[src/sv/ipv4bf_pkg.sv]
// Package for the IPv4 blacklist packet filter.
// Holds the beat and job types, table sizing, protocol constants and result codes.
// No dependencies.
package ipv4bf_pkg;

    localparam int TABLE_ENTRIES = 64;
    localparam int SLOT_W = (TABLE_ENTRIES > 1) ? $clog2(TABLE_ENTRIES) : 1;
    localparam int NUM_TABLES = 6;

    localparam logic [15:0] ETHERTYPE_IPV4 = 16'h0800;
    localparam logic [7:0] PROTO_TCP = 8'd6;
    localparam logic [7:0] PROTO_UDP = 8'd17;
    localparam logic [5:0] MAC_ADDR_BYTES = 6'd6;

    localparam logic [3:0] RSN_SHORT_ETH = 4'd0;
    localparam logic [3:0] RSN_NOT_IPV4 = 4'd1;
    localparam logic [3:0] RSN_SHORT_IP = 4'd2;
    localparam logic [3:0] RSN_TRUNC_L4 = 4'd3;
    localparam logic [3:0] RSN_HIT_BASE = 4'd4;
    localparam logic [3:0] RSN_NONE = 4'd10;

    localparam logic [1:0] UPD_DONE = 2'd0;
    localparam logic [1:0] UPD_FULL = 2'd1;
    localparam logic [1:0] UPD_NOT_FOUND = 2'd2;

    localparam logic [2:0] TBL_TUPLE = 3'd0;
    localparam logic [2:0] TBL_PAIR = 3'd1;
    localparam logic [2:0] TBL_SRC_IP = 3'd2;
    localparam logic [2:0] TBL_DST_IP = 3'd3;
    localparam logic [2:0] TBL_PORT = 3'd4;
    localparam logic [2:0] TBL_MAC = 3'd5;

    localparam logic KIND_FRAME = 1'b0;
    localparam logic KIND_UPDATE = 1'b1;

    typedef struct packed {
        logic        kind;
        logic [7:0]  data_byte;
        logic        last;
        logic [2:0]  table_select;
        logic [31:0] key_source_ip;
        logic [31:0] key_destination_ip;
        logic [15:0] key_port;
        logic [47:0] key_mac;
        logic        remove;
    } in_item_t;

    typedef struct packed {
        logic        result_kind;
        logic        drop;
        logic [3:0]  reason;
        logic [1:0]  update_status;
    } result_t;

    typedef struct packed {
        logic        is_update;
        logic [2:0]  tsel;
        logic        remove;
        logic [31:0] sip;
        logic [31:0] dip;
        logic [15:0] port;
        logic [47:0] mac;
        logic        early;
        logic        early_drop;
        logic [3:0]  early_reason;
        logic [1:0]  early_status;
    } job_t;

endpackage

[src/sv/ipv4bf_queue.sv]
// Two-entry job queue between the front and back parts of the filter.
// Depends on ipv4bf_pkg for the job type.
module ipv4bf_queue (
    input  logic              clk,
    input  logic              rst_n,
    input  logic              push,
    input  ipv4bf_pkg::job_t  wdata,
    output logic              full,
    input  logic              pop,
    output logic              empty,
    output ipv4bf_pkg::job_t  rdata
);
    import ipv4bf_pkg::*;

    job_t       slot_mem [2];
    logic       wr_ptr_reg;
    logic       rd_ptr_reg;
    logic [1:0] count_reg;
    logic       do_push;
    logic       do_pop;

    assign full = (count_reg == 2'd2);
    assign empty = (count_reg == 2'd0);
    assign do_push = push && !full;
    assign do_pop = pop && !empty;
    assign rdata = slot_mem[rd_ptr_reg];

    always_ff @(posedge clk)
    begin
        if (do_push)
        begin
            slot_mem[wr_ptr_reg] <= wdata;
        end
    end

    always_ff @(posedge clk or negedge rst_n)
    begin
        if (!rst_n)
        begin
            wr_ptr_reg <= 1'b0;
            rd_ptr_reg <= 1'b0;
            count_reg <= 2'd0;
        end
        else
        begin
            if (do_push)
            begin
                wr_ptr_reg <= !wr_ptr_reg;
            end
            if (do_pop)
            begin
                rd_ptr_reg <= !rd_ptr_reg;
            end
            if (do_push && !do_pop)
            begin
                count_reg <= count_reg + 2'd1;
            end
            else if (do_pop && !do_push)
            begin
                count_reg <= count_reg - 2'd1;
            end
        end
    end
endmodule

[config.mk]
export PLATFORM = sky130hd
export DESIGN_NAME = ipv4bf_queue
export DESIGN_NICKNAME = d
export VERILOG_FILES = /design/src/sv/ipv4bf_pkg.sv /design/src/sv/ipv4bf_queue.sv
export SDC_FILE = /design/constraint.sdc
export NUM_CORES = 1
export LEC_CHECK = 0
export ABC_CLOCK_PERIOD_IN_PS = 7000
export BUFFER_PORTS_ARGS = -buffer_cell sky130_fd_sc_hd__buf_4
export CELL_PAD_IN_SITES_DETAIL_PLACEMENT = 0
export CELL_PAD_IN_SITES_GLOBAL_PLACEMENT = 2
export CORE_ASPECT_RATIO = 0.7
export CORE_MARGIN = 1.5
export CORE_UTILIZATION = 35
export DETAILED_ROUTE_END_ITERATION = 7
export GPL_ROUTABILITY_DRIVEN = 0
export MAX_ROUTING_LAYER = met4
export PLACE_DENSITY = 0.85
export SLEW_MARGIN = 15
export SYNTH_ARGS = -nofsm -noshare
export SYNTH_HDL_FRONTEND = slang
export SYNTH_SLANG_ARGS = --single-unit
[constraint.sdc]
create_clock -name clk -period 7 [get_ports clk]
set_input_delay 0.35 -clock clk [delete_from_list [all_inputs] [get_ports clk]]
set_output_delay 0.35 -clock clk [all_outputs]
set_load 0.1 [all_outputs]
==> results.py <==
metrics = {
    "global_routing": {
        "antenna_found_initial": 3,
        "grt_pass1_vias": 6077,
        "grt_use_total": 0.1403,
        "grt_max_degree": 76,
        "overflow": 0,
        "grt_pass1_wl_um": 33060,
    },
    "flow_run": {
        "cap_viol_max_count": 0,
    },
    "cells_and_area": {
        "layout_commonest_cell": "buf_4",
        "largest_reg_flops": 282,
        "fill_cells": 2442,
        "drive_gt1_frac": 0.5097,
        "final_area_um2": 15590,
        "final_cell_mix": "buf_4, edfxtp_1, dlygate4sd3_1",
        "area_growth_pct": 45.75,
        "fin_nets": 1053,
    },
    "synthesis": {
        "ys_ff_latch": 286,
        "seq_area_frac_synth": 0.8011,
        "synth_compound_area_frac": 0.0004679,
        "synth_fa_ha_area_frac": 0.001170,
        "synth_top_area_frac": 0.7918,
        "synth_top_family_by_area": "multiplexers",
        "synth_nets": 604,
        "synthXorXnorAreaFrac": 0.004095,
        "yosysUniqueCellTypes": 15,
        "synthesis.area_um2": 10700,
        "synth_warnings": 0,
        "synthTopCellsByArea": "edfxtp_1, mux2_4, mux2_2",
        "yosys.area.top_type": "edfxtp_1",
        "synth-simple-area-share": 0.002574,
        "syn_area_per_cell_um2": 23.35,
        "yosys-mux-area-fraction": 0.1765,
        "synthesis.instances": 458,
    },
    "timing": {
        "fin_crit_ns": 3.520,
        "rsz0062_at_grt": "false",
        "clock.fmax_ghz": 0.2841,
        "max-slew-margin-rel": 0.2335,
        "hold_viol_final": 0,
        "period_share": 0.5029,
        "clock_skew_ns": 0.01450,
        "worst_slew_pin_slew_ns": 1.150,
        "fin_tns_setup_ns": 0,
        "slew_viol_final": 0,
        "finalSetupViolCount": 0,
    },
    "setup_path": {
        "crit_chain": "buf_4, mux2_2, buf_4",
        "worstPathBufferInverterCount": 2,
        "setup.worst_path.class": "flop to output port",
        "slowest_stage": "dfrtp_4",
        "arrival_ns": 3.17,
        "cp-start-kind": "flop",
        "critPathTopFamily": "flip-flops",
        "cpPeakStageDelay_ns": 1.17,
        "worstPathMaxFanout": 75,
        "crit_top_cell": "buf_4",
        "worstPathRequired_ns": 6.65,
        "end_kind": "output port",
    },
    "placed_design": {
        "io_buffer_count": 287,
        "dpl_cell_area_um2": 13280,
        "place_hpwl_um": 13600,
    },
    "drt": {
        "first_iter_violations": 205,
        "dr_wl_met3_um": 1369,
        "wl_met1_um": 9712,
        "drc": 0,
        "wl_per_cell_um": 16.59,
        "via_per_inst": 4.271,
        "top_layer": "met4",
        "num_vias": 5736,
        "postRouteAntennaNets": 0,
        "wirelength_um": 22280,
        "dr.pass1.iters": 4,
        "wl_met2_um": 10780,
    },
    "floorplanning": {
        "ios": 288,
        "start_util": 0.3560,
        "chipHeight_um": 149.3,
        "rows": 53,
        "die-area_um2": 31630,
        "fp.dieW_um": 211.9,
        "core-area_um2": 30040,
    },
    "cts": {
        "htree_levels": 1,
        "postCtsHoldBufs": 142,
        "post_cts_buffers": 0,
        "cts_tree": "built",
        "clock-root-buffer": "clkbuf_16",
        "cts_resized": 0,
        "insertion_delay_ns": 0.54,
        "cts_inserted_buffers": 28,
        "cts_buffer_depth": 3,
        "cts_sinks": 286,
        "clk_pin_slew_ns": 0.06,
    },
    "hold_path": {
        "hold_path_class": "input pin to asynchronous set/reset pin",
    },
    "outcome": {
        "outcome": "finished, final reports clean",
    },
}
metal layers:
| metal | track usage | vias up |
|---|---|---|
| li1 | - | 2716 |
| met1 | 0.1784 | 2801 |
| met2 | 0.2236 | 188 |
| met3 | 0.04000 | 31 |
| met4 | 0.03107 | 0 |
| met5 | - | - |
cell type report:
cell class                 count  area [um2]  area share
multi-input combinational    154        1989      0.1276
sequential                   286        8572      0.5499
clock inverter                10       95.09    0.006100
timing repair buffer         435        3621      0.2323
antenna                        3       7.507   0.0004816
inverter                       2       7.507   0.0004816
tap                          412       515.5     0.03307
clock buffer                  41       780.7     0.05008
through the flow:
| stage | utilization | hold WS (ns) | setup WS, ns | std cells |
|---|---|---|---|---|
| 3_5_place_dp | 0.4422 | 0.1518 | 4.013 | 1147 |
| 2_1_floorplan | - | 0.05441 | 2.238 | 458 |
| 4_1_cts | 0.5187 | 0.1222 | 3.418 | 1340 |
| 6_report | 0.5189 | 0.1587 | 3.480 | 1343 |
| 3_3_place_gp | 0.4422 | 0.1503 | 4.036 | 1147 |
| 5_1_grt | 0.5189 | 0.1494 | 3.326 | 1343 |
cells by family after synthesis:
logic type                 Yosys count
DFF                                286
muxes                              141
buffers and inverters               18
and+or+nand+nor                      6
xor gates and xnor gates             5
AOI/OAI and AO/OA                    1
adders and majority gates            1
worst paths after layout:
check,start,end,slack [ns],depth (start not counted)
min in group clk,pop,rd_ptr_reg$_DFFE_PN0P_,0.17,3
setup / recovery,rd_ptr_reg$_DFFE_PN0P_,rdata[124],3.48,3
hold / removal,rst_n,count_reg[1]$_DFFE_PN0P_,0.16,2
hold reg to reg,count_reg[1]$_DFFE_PN0P_,count_reg[1]$_DFFE_PN0P_,0.54,1
max in group asynchronous,rst_n,rd_ptr_reg$_DFFE_PN0P_,6.73,2
setup reg to reg,count_reg[0]$_DFFE_PN0P_,slot_mem[0][78]$_DFFE_PP_,4.27,4
worst reg2reg max path, delay by kind of cell (launching register included):
family        cells  cell delay [ns]
simple gates      3             0.98
buf+inv           1             0.82
flops             1             0.44
cell usage after synthesis:
master	instances
edfxtp_1	282
nor2_1	3
xor2_1	2
buf_2	6
buf_6	10
xnor2_1	3
mux2_4	80
mux2_2	61
nand2_1	1
inv_1	2
nand2b_1	1
dfrtp_1	4
ha_1	1
and3_1	1
o21ai_0	1
Power is not shown: default switching activity piles up to over one toggle a cycle in this logic, so the estimate is an artifact.
