### src/sv/ipv4bf_pkg.sv
// Package for the IPv4 blacklist packet filter.
// Holds the beat and job types, table sizing, protocol constants and result codes.
// No dependencies.
package ipv4bf_pkg;

    localparam int TABLE_ENTRIES = 64;
    localparam int SLOT_W = (TABLE_ENTRIES > 1) ? $clog2(TABLE_ENTRIES) : 1;
    localparam int NUM_TABLES = 6;

    localparam logic [15:0] ETHERTYPE_IPV4 = 16'h0800;
    localparam logic [7:0] PROTO_TCP = 8'd6;
    localparam logic [7:0] PROTO_UDP = 8'd17;
    localparam logic [5:0] MAC_ADDR_BYTES = 6'd6;

    localparam logic [3:0] RSN_SHORT_ETH = 4'd0;
    localparam logic [3:0] RSN_NOT_IPV4 = 4'd1;
    localparam logic [3:0] RSN_SHORT_IP = 4'd2;
    localparam logic [3:0] RSN_TRUNC_L4 = 4'd3;
    localparam logic [3:0] RSN_HIT_BASE = 4'd4;
    localparam logic [3:0] RSN_NONE = 4'd10;

    localparam logic [1:0] UPD_DONE = 2'd0;
    localparam logic [1:0] UPD_FULL = 2'd1;
    localparam logic [1:0] UPD_NOT_FOUND = 2'd2;

    localparam logic [2:0] TBL_TUPLE = 3'd0;
    localparam logic [2:0] TBL_PAIR = 3'd1;
    localparam logic [2:0] TBL_SRC_IP = 3'd2;
    localparam logic [2:0] TBL_DST_IP = 3'd3;
    localparam logic [2:0] TBL_PORT = 3'd4;
    localparam logic [2:0] TBL_MAC = 3'd5;

    localparam logic KIND_FRAME = 1'b0;
    localparam logic KIND_UPDATE = 1'b1;

    typedef struct packed {
        logic        kind;
        logic [7:0]  data_byte;
        logic        last;
        logic [2:0]  table_select;
        logic [31:0] key_source_ip;
        logic [31:0] key_destination_ip;
        logic [15:0] key_port;
        logic [47:0] key_mac;
        logic        remove;
    } in_item_t;

    typedef struct packed {
        logic        result_kind;
        logic        drop;
        logic [3:0]  reason;
        logic [1:0]  update_status;
    } result_t;

    typedef struct packed {
        logic        is_update;
        logic [2:0]  tsel;
        logic        remove;
        logic [31:0] sip;
        logic [31:0] dip;
        logic [15:0] port;
        logic [47:0] mac;
        logic        early;
        logic        early_drop;
        logic [3:0]  early_reason;
        logic [1:0]  early_status;
    } job_t;

endpackage

### src/sv/ipv4bf_front.sv
// Front part of the filter: captures frame fields byte by byte and classifies frames.
// Emits one job per table update or per final frame byte. Depends on ipv4bf_pkg and
// ipv4bf_len_sat.
module ipv4bf_front (
    input  logic                  clk,
    input  logic                  rst_n,
    input  logic                  accept,
    input  ipv4bf_pkg::in_item_t  item,
    output logic                  job_push,
    output ipv4bf_pkg::job_t      job
);
    import ipv4bf_pkg::*;

    logic [5:0]  bytes_seen_reg;
    logic [47:0] mac_reg;
    logic [15:0] ethertype_reg;
    logic [7:0]  protocol_reg;
    logic [31:0] sip_reg;
    logic [31:0] dip_reg;
    logic [15:0] port_reg;

    logic [47:0] mac_next;
    logic [15:0] ethertype_next;
    logic [7:0]  protocol_next;
    logic [31:0] sip_next;
    logic [31:0] dip_next;
    logic [15:0] port_next;
    logic [5:0]  len;
    logic        byte_beat;

    assign byte_beat = accept && (item.kind == KIND_FRAME);

    ipv4bf_len_sat u_len_sat (
        .idx (bytes_seen_reg),
        .len (len)
    );

    always_comb
    begin
        mac_next = mac_reg;
        ethertype_next = ethertype_reg;
        protocol_next = protocol_reg;
        sip_next = sip_reg;
        dip_next = dip_reg;
        port_next = port_reg;
        if (bytes_seen_reg >= MAC_ADDR_BYTES && bytes_seen_reg < 6'd12)
        begin
            mac_next = {mac_reg[39:0], item.data_byte};
        end
        else if (bytes_seen_reg == 6'd12 || bytes_seen_reg == 6'd13)
        begin
            ethertype_next = {ethertype_reg[7:0], item.data_byte};
        end
        else if (bytes_seen_reg == 6'd23)
        begin
            protocol_next = item.data_byte;
        end
        else if (bytes_seen_reg >= 6'd26 && bytes_seen_reg <= 6'd29)
        begin
            sip_next = {sip_reg[23:0], item.data_byte};
        end
        else if (bytes_seen_reg >= 6'd30 && bytes_seen_reg <= 6'd33)
        begin
            dip_next = {dip_reg[23:0], item.data_byte};
        end
        else if (bytes_seen_reg == 6'd36 || bytes_seen_reg == 6'd37)
        begin
            port_next = {port_reg[7:0], item.data_byte};
        end
    end

    always_comb
    begin
        job = '0;
        job_push = accept && (item.kind == KIND_UPDATE || item.last);
        if (item.kind == KIND_UPDATE)
        begin
            job.is_update = 1'b1;
            job.tsel = item.table_select;
            job.remove = item.remove;
            job.sip = item.key_source_ip;
            job.dip = item.key_destination_ip;
            job.port = item.key_port;
            job.mac = item.key_mac;
            job.early = (item.table_select > TBL_MAC);
            job.early_status = UPD_NOT_FOUND;
        end
        else
        begin
            job.sip = sip_next;
            job.dip = dip_next;
            job.mac = mac_next;
            job.port = (protocol_next == PROTO_TCP || protocol_next == PROTO_UDP)
                       ? port_next : 16'd0;
            job.early = 1'b1;
            priority if (len < 6'd14)
            begin
                job.early_reason = RSN_SHORT_ETH;
            end
            else if (ethertype_next != ETHERTYPE_IPV4)
            begin
                job.early_reason = RSN_NOT_IPV4;
            end
            else if (len < 6'd34)
            begin
                job.early_reason = RSN_SHORT_IP;
            end
            else if ((protocol_next == PROTO_TCP && len < 6'd54)
                     || (protocol_next == PROTO_UDP && len < 6'd42))
            begin
                job.early_drop = 1'b1;
                job.early_reason = RSN_TRUNC_L4;
            end
            else
            begin
                job.early = 1'b0;
            end
        end
    end

    always_ff @(posedge clk or negedge rst_n)
    begin
        if (!rst_n)
        begin
            bytes_seen_reg <= 6'd0;
            mac_reg <= '0;
            ethertype_reg <= '0;
            protocol_reg <= '0;
            sip_reg <= '0;
            dip_reg <= '0;
            port_reg <= '0;
        end
        else if (byte_beat)
        begin
            bytes_seen_reg <= item.last ? 6'd0 : len;
            mac_reg <= mac_next;
            ethertype_reg <= ethertype_next;
            protocol_reg <= protocol_next;
            sip_reg <= sip_next;
            dip_reg <= dip_next;
            port_reg <= port_next;
        end
    end
endmodule

### src/sv/ipv4bf_top_note.sv
// Byte count step for the front part of the filter: advances the count and holds it at 63.
// No dependencies.
module ipv4bf_len_sat (
    input  logic [5:0] idx,
    output logic [5:0] len
);
    assign len = (idx == 6'd63) ? 6'd63 : idx + 6'd1;
endmodule

### config.mk
export PLATFORM = sky130hd
export DESIGN_NAME = ipv4bf_front
export DESIGN_NICKNAME = d
export VERILOG_FILES = /design/src/sv/ipv4bf_pkg.sv /design/src/sv/ipv4bf_front.sv /design/src/sv/ipv4bf_top_note.sv
export SDC_FILE = /design/constraint.sdc
export NUM_CORES = 1
export LEC_CHECK = 0
export BUFFER_PORTS_ARGS = -buffer_cell sky130_fd_sc_hd__buf_2
export CORE_UTILIZATION = 50
export CTS_CLUSTER_SIZE = 14
export DETAILED_ROUTE_END_ITERATION = 10
export PLACE_DENSITY = 0.85
export SETUP_SLACK_MARGIN = 0.5
export SYNTH_ARGS = -nofsm -noshare
export SYNTH_HDL_FRONTEND = slang
export SYNTH_HIERARCHICAL = 1
export SYNTH_SLANG_ARGS = --single-unit
### constraint.sdc
create_clock -name clk -period 4.6 [get_ports clk]
set_input_delay 0.46 -clock clk [delete_from_list [all_inputs] [get_ports clk]]
set_output_delay 0.46 -clock clk [all_outputs]
set_load 0.02 [all_outputs]
==> impl_metrics.csv, run 1 <==
group,metric,value,unit
sta,skew,0.007488,ns
critical_path,start_kind,"flop",
critical_path,startpoint,"bytes_seen_reg[2]",
clock_tree,post_cts_buffers,0,
clock_tree,clock_latency,0.43,ns
yosys,async_flop_share,1.000,
global_route,grt_max_degree,147,
final_layout,nets,1265,
critical_path,r2r_start,"bytes_seen_reg[2]",
yosys,synth_cell_types,48,
route,vias,7329,
floorplanning,die_h,137.1,um
flow_run,max_cap_viol_count,0,
yosys,avgSynthCellArea,10.37,sq um
sta,rsz0062_at_grt,"false",
placement,gp_congestion,0.7606,
floorplanning,die_area,18790,sq um
sta,worstMarginPinSlew,1.161,ns
clock_tree,hold_buffers,0,
placement,portBuffers,283,
clock_tree,cts_buffers,17,
yosys,synth_commonest_cells,"dfrtp_1 (158), nand2_1 (148), o21ai_0 (137), mux2i_1 (132), mux2_2 (131)",
critical_path,cp_max_fo,27,
yosys,synth_top_area_share,0.4335,
clock_tree,cts_tree,"done",
clock_tree,clk_path_buf_depth,2,
yosys,synthTopCellsByArea,"dfrtp_1 (43%), mux2_2 (16%), mux2i_1 (14%)",
global_route,grt_usage,0.2380,
critical_path,crit_required,4.14,ns
floorplanning,core.rowCount,49,
global_route,first_global_vias,6693,
floorplanning,io_pins,287,
route,met3_length,1.026,mm
yosys,post-synth-top-count-cell,"dfrtp_1",
global_route,antenna_found_initial,0,
yosys,yosysTopAreaCell,"dfrtp_1",
sta,finalSetupViolCount,0,
critical_path,cp_slowest_cell,"or3_2",
critical_path,crit_family,"simple AND/OR/NAND/NOR gates",
sta,hold_viol_final,0,
floorplanning,chipWidth,137.1,um
placement,placed_cell_area,10580,sq um
final_layout,area_delta_synth_final,22.41,%
sta,slew_violations,0,
route,vias_per_cell,5.385,
status,status,"finished clean",
final_layout,antenna_cells,0,
clock_tree,cts_resized,0,
route,first_pass_iters,4,
pwr,cellLeakagePower,5.971,nW
clock_tree,htreeDepth,4,
yosys,synth_ff_type,"dfrtp_1",
yosys,ys_ff_latch,158,
yosys,syn_area,9121,sq um
clock_tree,clock-sinks,158,
critical_path,cpPeakStageDelay,0.75,ns
route,routed_wl,22.03,mm
sta,slew-limit-headroom,0.2257,
sta,tns,0,ns
clock_tree,clk_pin_slew,0.06,ns
route,postRouteAntennaNets,0,
final_layout,largest_reg_flops,48,
sta,fmax,279.8,MHz
critical_path,critPathArrivalTime,3.11,ns
final_layout,design_area,11170,sq um
route,wl_met2,10.74,mm
critical_path,end_kind,"primary output",
floorplanning,initial_utilization,0.5095,
yosys,synth_edf_count,0,
clock_tree,clockRootBuffer,"clkbuf_16",
critical_path,criticalPathCategory,"flop to primary output",
route,drt_iter0_drc,343,
sta,period_share,0.7769,
route,top_layer_used,"met4",
critical_path,critPathBufInv,2,
route,drc,0,
hold_path,hold_path.class,"input pin to asynchronous set/reset pin",
critical_path,worstPathCellList,"and2b_1, a21oi_1, or3_2, buf_4, mux2i_1, o21ai_0, buf_2",
route,wl_met1,9.848,mm
floorplanning,core-area,17900,sq um
yosys,ys_seq_area_frac,0.4335,
route,wl_per_cell,16.18,um
pwr,p_per_area,287.8,nW/um^2
pwr,peakVddDrop,261.2,uV
placement,hpwl,15.34,mm
final_layout,layout-drive-gt1-share,0.4072,
sta,period_minus_slack,3.574,ns
global_route,grt.overflow.total,0,
yosys,ys_warn_count,6,
yosys,synth_cells,880,
global_route,grt_first_pass_wirelength,33.83,mm
-- kinds of logic after synthesis --
group | count (synthesis) | synth area share
muxes | 285 | 0.3342
and+or+nand+nor | 205 | 0.1010
buffers and inverters | 74 | 0.03800
adders and majority gates | 1 | 0.001372
xor gates and xnor gates | 2 | 0.001921
AOI/OAI and AO/OA | 154 | 0.08971
DFF | 158 | 0.4335
other | 1 | 0.0004111
-- final timing paths --
path,endpoint,slack [ns],depth (start not counted)
max,job[23],1.03,7
min,bytes_seen_reg[5],0.09,1
max reg2reg,mac_reg[17],1.31,5
min reg2reg,dip_reg[28],0.50,1
max in group asynchronous,mac_reg[33],3.44,2
min in group clk,bytes_seen_reg[5],0.39,3
-- through the flow --
| step | std cells | util | total power, mW | hold slack (ns) | setup WS (ns) |
|---|---|---|---|---|---|
| after floorplan | 882 | - | 1.659 | 0.1644 | 1.939 |
| after global placement | 1329 | 0.5909 | 1.826 | 0.4737 | 1.403 |
| after detailed placement | 1329 | 0.5909 | 1.833 | 0.4824 | 1.331 |
| after CTS | 1361 | 0.6237 | 3.238 | 0.1290 | 0.9954 |
| after global routing | 1361 | 0.6237 | 3.337 | 0.1794 | 0.8282 |
| final | 1361 | 0.6237 | 3.214 | 0.09399 | 1.026 |
-- routing by layer --
metal,up-vias,global-route usage
met5,-,0
met4,0,0.08791
met3,35,0.03556
met2,239,0.4049
met1,3459,0.3063
li1,3596,-
-- cells in the final DEF (no fill, tap or decap), types with 3 or more instances in the layout --
| cell | instances |
|---|---|
| a21oi_1 | 4 |
| and2_1 | 5 |
| buf_2 | 281 |
| buf_4 | 8 |
| clkbuf_16 | 17 |
| clkinv_4 | 4 |
| conb_1 | 3 |
| dfrtp_1 | 158 |
| inv_6 | 4 |
| mux2_1 | 21 |
| mux2_2 | 131 |
| mux2i_1 | 132 |
| nand2_1 | 148 |
| nand2b_1 | 11 |
| nand3_1 | 6 |
| nor2_1 | 6 |
| nor3_1 | 4 |
| nor4_1 | 5 |
| nor4bb_1 | 4 |
| o21ai_0 | 137 |
-- layout make-up --
type | instances | area, sq um
fill | 1472 | 6736
multi-input combinational | 650 | 4845
sequential | 158 | 3954
timing repair buffer | 291 | 1489
clock buffer | 18 | 429.2
tap | 229 | 286.5
clock inverter | 14 | 158.9
inverter | 1 | 3.754
-- power breakdown --
group	leakage, nW	internal [mW]	switching, mW	total, mW
Clock	0.288	0.811	0.599	1.41
Sequential	2.20	1.40	0.0180	1.42
Combinational	3.49	0.136	0.249	0.385
Note: power is estimated with default switching activity, not from simulation.
==> run 2, diff against run 1 <==
--- a/config.mk
+++ b/config.mk
@@ -6,10 +6,10 @@
 export NUM_CORES = 1
 export LEC_CHECK = 0
 export BUFFER_PORTS_ARGS = -buffer_cell sky130_fd_sc_hd__buf_2
-export CORE_UTILIZATION = 50
+export CORE_UTILIZATION = 47
 export CTS_CLUSTER_SIZE = 14
 export DETAILED_ROUTE_END_ITERATION = 10
-export PLACE_DENSITY = 0.85
+export PLACE_DENSITY = 0.84
 export SETUP_SLACK_MARGIN = 0.5
 export SYNTH_ARGS = -nofsm -noshare
 export SYNTH_HDL_FRONTEND = slang
==> constraint.sdc (replaced) <==
create_clock -name clk -period 3.1 [get_ports clk]
set_input_delay 0.31 -clock clk [delete_from_list [all_inputs] [get_ports clk]]
set_output_delay 0.31 -clock clk [all_outputs]
set_load 0.02 [all_outputs]
==> run 2 against run 1 <==
First-iteration DRC count is 14% lower; sequential cell count stayed put; total power is 53% higher; sequential share of layout area is 4.2 points lower; core utilization is 4.8 points higher; clock power is 49% higher; cell area is 14% higher; setup slack worse by 0.65 ns; die area is 6.3% higher; count of clock-buffer cells in the layout is 1 lower; register-to-register slack worse by 0.74 ns; combinational power is 84% higher; critical path type unchanged; critical endpoint is now job[7]; largest cell class unchanged.
==> impl_metrics.csv, run 2 (synthesized netlist as in run 1, its figures left out) <==
group,metric,value,unit
sta,rsz0062_at_grt,"true",
route,drt_iter0_drc,294,
critical_path,worstRegToRegCells,11,
global_route,busiest_layer,"met2",
route,routed_wl,25.57,mm
clock_tree,clock-sinks,158,
hold_path,worstHoldEndpoint,"bytes_seen_reg[0]",
hold_path,min_path_cells,3,
sta,fmax,366.9,MHz
critical_path,cpPeakStageDelay,0.50,ns
final_layout,regArea,3961,sq um
sta,slew_violations,0,
hold_path,hold_path.class,"input pin to flop",
floorplanning,io_pins,287,
route,vias,7770,
sta,hold_viol_final,0,
hold_path,min_from,"item[132]",
clock_tree,clk_pin_slew,0.07,ns
critical_path,crit_family,"compound AO/OA/AOI/OAI gates",
placement,portBuffers,283,
final_layout,layout_commonest_cell,"buf_2",
final_layout,nFillCells,1420,
global_route,antenna_found_initial,0,
critical_path,cp_max_fo,7,
final_layout,fin_util,0.6716,
clock_tree,clock_latency,0.42,ns
final_layout,antenna_cells,0,
floorplanning,core-area,18890,sq um
global_route,grt.overflow.total,0,
critical_path,critPathArrivalTime,2.42,ns
global_route,grt_usage,0.2311,
floorplanning,initial_utilization,0.4828,
route,first_pass_iters,4,
pwr,cellLeakagePower,6.418,nW
sta,skew,0.006475,ns
global_route,gr-usage-met1,0.2983,
critical_path,crit_path_frequent_cell,"buf_4",
clock_tree,clk_path_buf_depth,2,
floorplanning,die_area,19970,sq um
route,postRouteAntennaNets,0,
global_route,use_met2,0.4002,
global_route,first_global_vias,6997,
critical_path,timing.rr.end,"dip_reg[16]",
route,wl_per_cell,17.69,um
final_layout,multi_input_area,5524,sq um
critical_path,end_kind,"primary output",
pwr,p_per_area,388.0,nW/um^2
critical_path,worst-r2r-setup-slack,0.57,ns
floorplanning,core.rowCount,50,
final_layout,layout_common_cells,"buf_2 (241), dfrtp_1 (152), nand2_1 (146)",
sta,period_share,0.8792,
critical_path,start_kind,"flop",
final_layout,layout-drive-gt1-share,0.5101,
critical_path,r2r_start,"bytes_seen_reg[1]",
flow_run,max_cap_viol_count,0,
clock_tree,cts_buffers,17,
clock_tree,cts_tree,"done",
route,drc,0,
global_route,met3_usage,0.03847,
sta,slew-limit-headroom,0.4603,
global_route,grt_max_degree,154,
floorplanning,die_h,141.3,um
sta,worstMarginPinSlew,0.8095,ns
pwr,peakVddDrop,369.2,uV
floorplanning,chipWidth,141.3,um
route,vias_per_cell,5.373,
placement,gp_congestion,0.8782,
critical_path,critPathBufInv,3,
clock_tree,clockRootBuffer,"clkbuf_16",
final_layout,largest_reg_flops,48,
sta,finalSetupViolCount,0,
sta,tns,0,ns
global_route,grt_first_pass_wirelength,35.57,mm
final_layout,area_delta_synth_final,39.11,%
status,status,"finished clean",
critical_path,cp_slowest_cell,"dfrtp_2",
clock_tree,htreeDepth,4,
sta,period_minus_slack,2.726,ns
critical_path,criticalPathCategory,"flop to primary output",
critical_path,worstPathCellList,"buf_12, nand3_2, xor2_2, nand2_2, o41ai_4, buf_4, a21oi_1, a32oi_1, buf_4",
placement,hpwl,15.76,mm
critical_path,crit_required,2.79,ns
final_layout,nets,1319,
==> run 2: changes by cell type in the layout (fill, tap and decap cells not counted), moves of 9 or more <==
| cell | change |
|---|---|
| mux2i_2 | +14 |
| o21ai_2 | +18 |
| buf_2 | -40 |
| o21ai_1 | +53 |
| mux2i_1 | -37 |
| buf_12 | +9 |
| o21ai_0 | -72 |
| buf_4 | +62 |
| mux2i_4 | +23 |
==> run 2: cell type report <==
cell class              instances  area share
clock buffers                  17     0.03353
inverters                       1   0.0002958
repair buffers                341      0.1795
flip-flops and latches        158      0.3122
clock inverters                15     0.01351
well taps                     260     0.02564
multi-input cells             654      0.4354
==> run 2: worst reg2reg max path: stages, from the launching register on <==
cell	delay, ns
dfrtp_2	0.49
buf_6	0.16
buf_4	0.14
nand2_1	0.10
o32ai_4	0.10
buf_12	0.16
buf_8	0.13
clkbuf_16	0.17
buf_4	0.14
nand2_1	0.05
buf_4	0.37
mux2_2	0.40
==> run 2: timing repair <==
| item | CTS | global route |
|---|---|---|
| gates resized for setup | 35 | 222 |
| cloned | 3 | 11 |
| buffers inserted | 11 | 18 |
| pin swaps | 3 | 24 |
| endpoints found under the hold margin | 81 | 0 |
| setup endpoints to repair | 153 | 131 |
| hold buffers | 1 | 0 |
==> run 2: layer usage <==
layer,part of all wire,vias up
met4,0.013,0
met3,0.046,33
met1,0.44,3756
met5,0,-
met2,0.51,259
li1,-,3722
==> run 2: worst max-delay path by stage <==
stage | endpoint | from | cells after the start
floorplan | job[36] | bytes_seen_reg[2] | 9
global placement | job[58] | item[137] | 7
detailed placement | job[58] | item[135] | 7
CTS | job[78] | bytes_seen_reg[1] | 8
global route | job[2] | bytes_seen_reg[2] | 8
finish | job[7] | bytes_seen_reg[2] | 9
==> run 2: stage by stage <==
step,area (sq um),setup slack [ns],total power [mW],hold WS (ns),instances
CTS,11630,0.3939,4.870,0.2308,1417
global placement,10770,0.3113,2.723,0.4264,1370
floorplan,9129,0.5888,2.462,0.01441,882
detailed placement,10770,0.2845,2.734,0.4406,1370
finish,12690,0.3744,4.923,0.2854,1446
global route,12690,0.2975,5.103,0.2679,1446
==> run 2: where the power goes <==
group	total (mW)	internal, mW	leakage (nW)	switching, mW
combinational	0.709	0.284	3.94	0.425
clock	2.10	1.15	0.285	0.950
sequential	2.11	2.08	2.19	0.0306
total	4.92	3.52	6.42	1.41
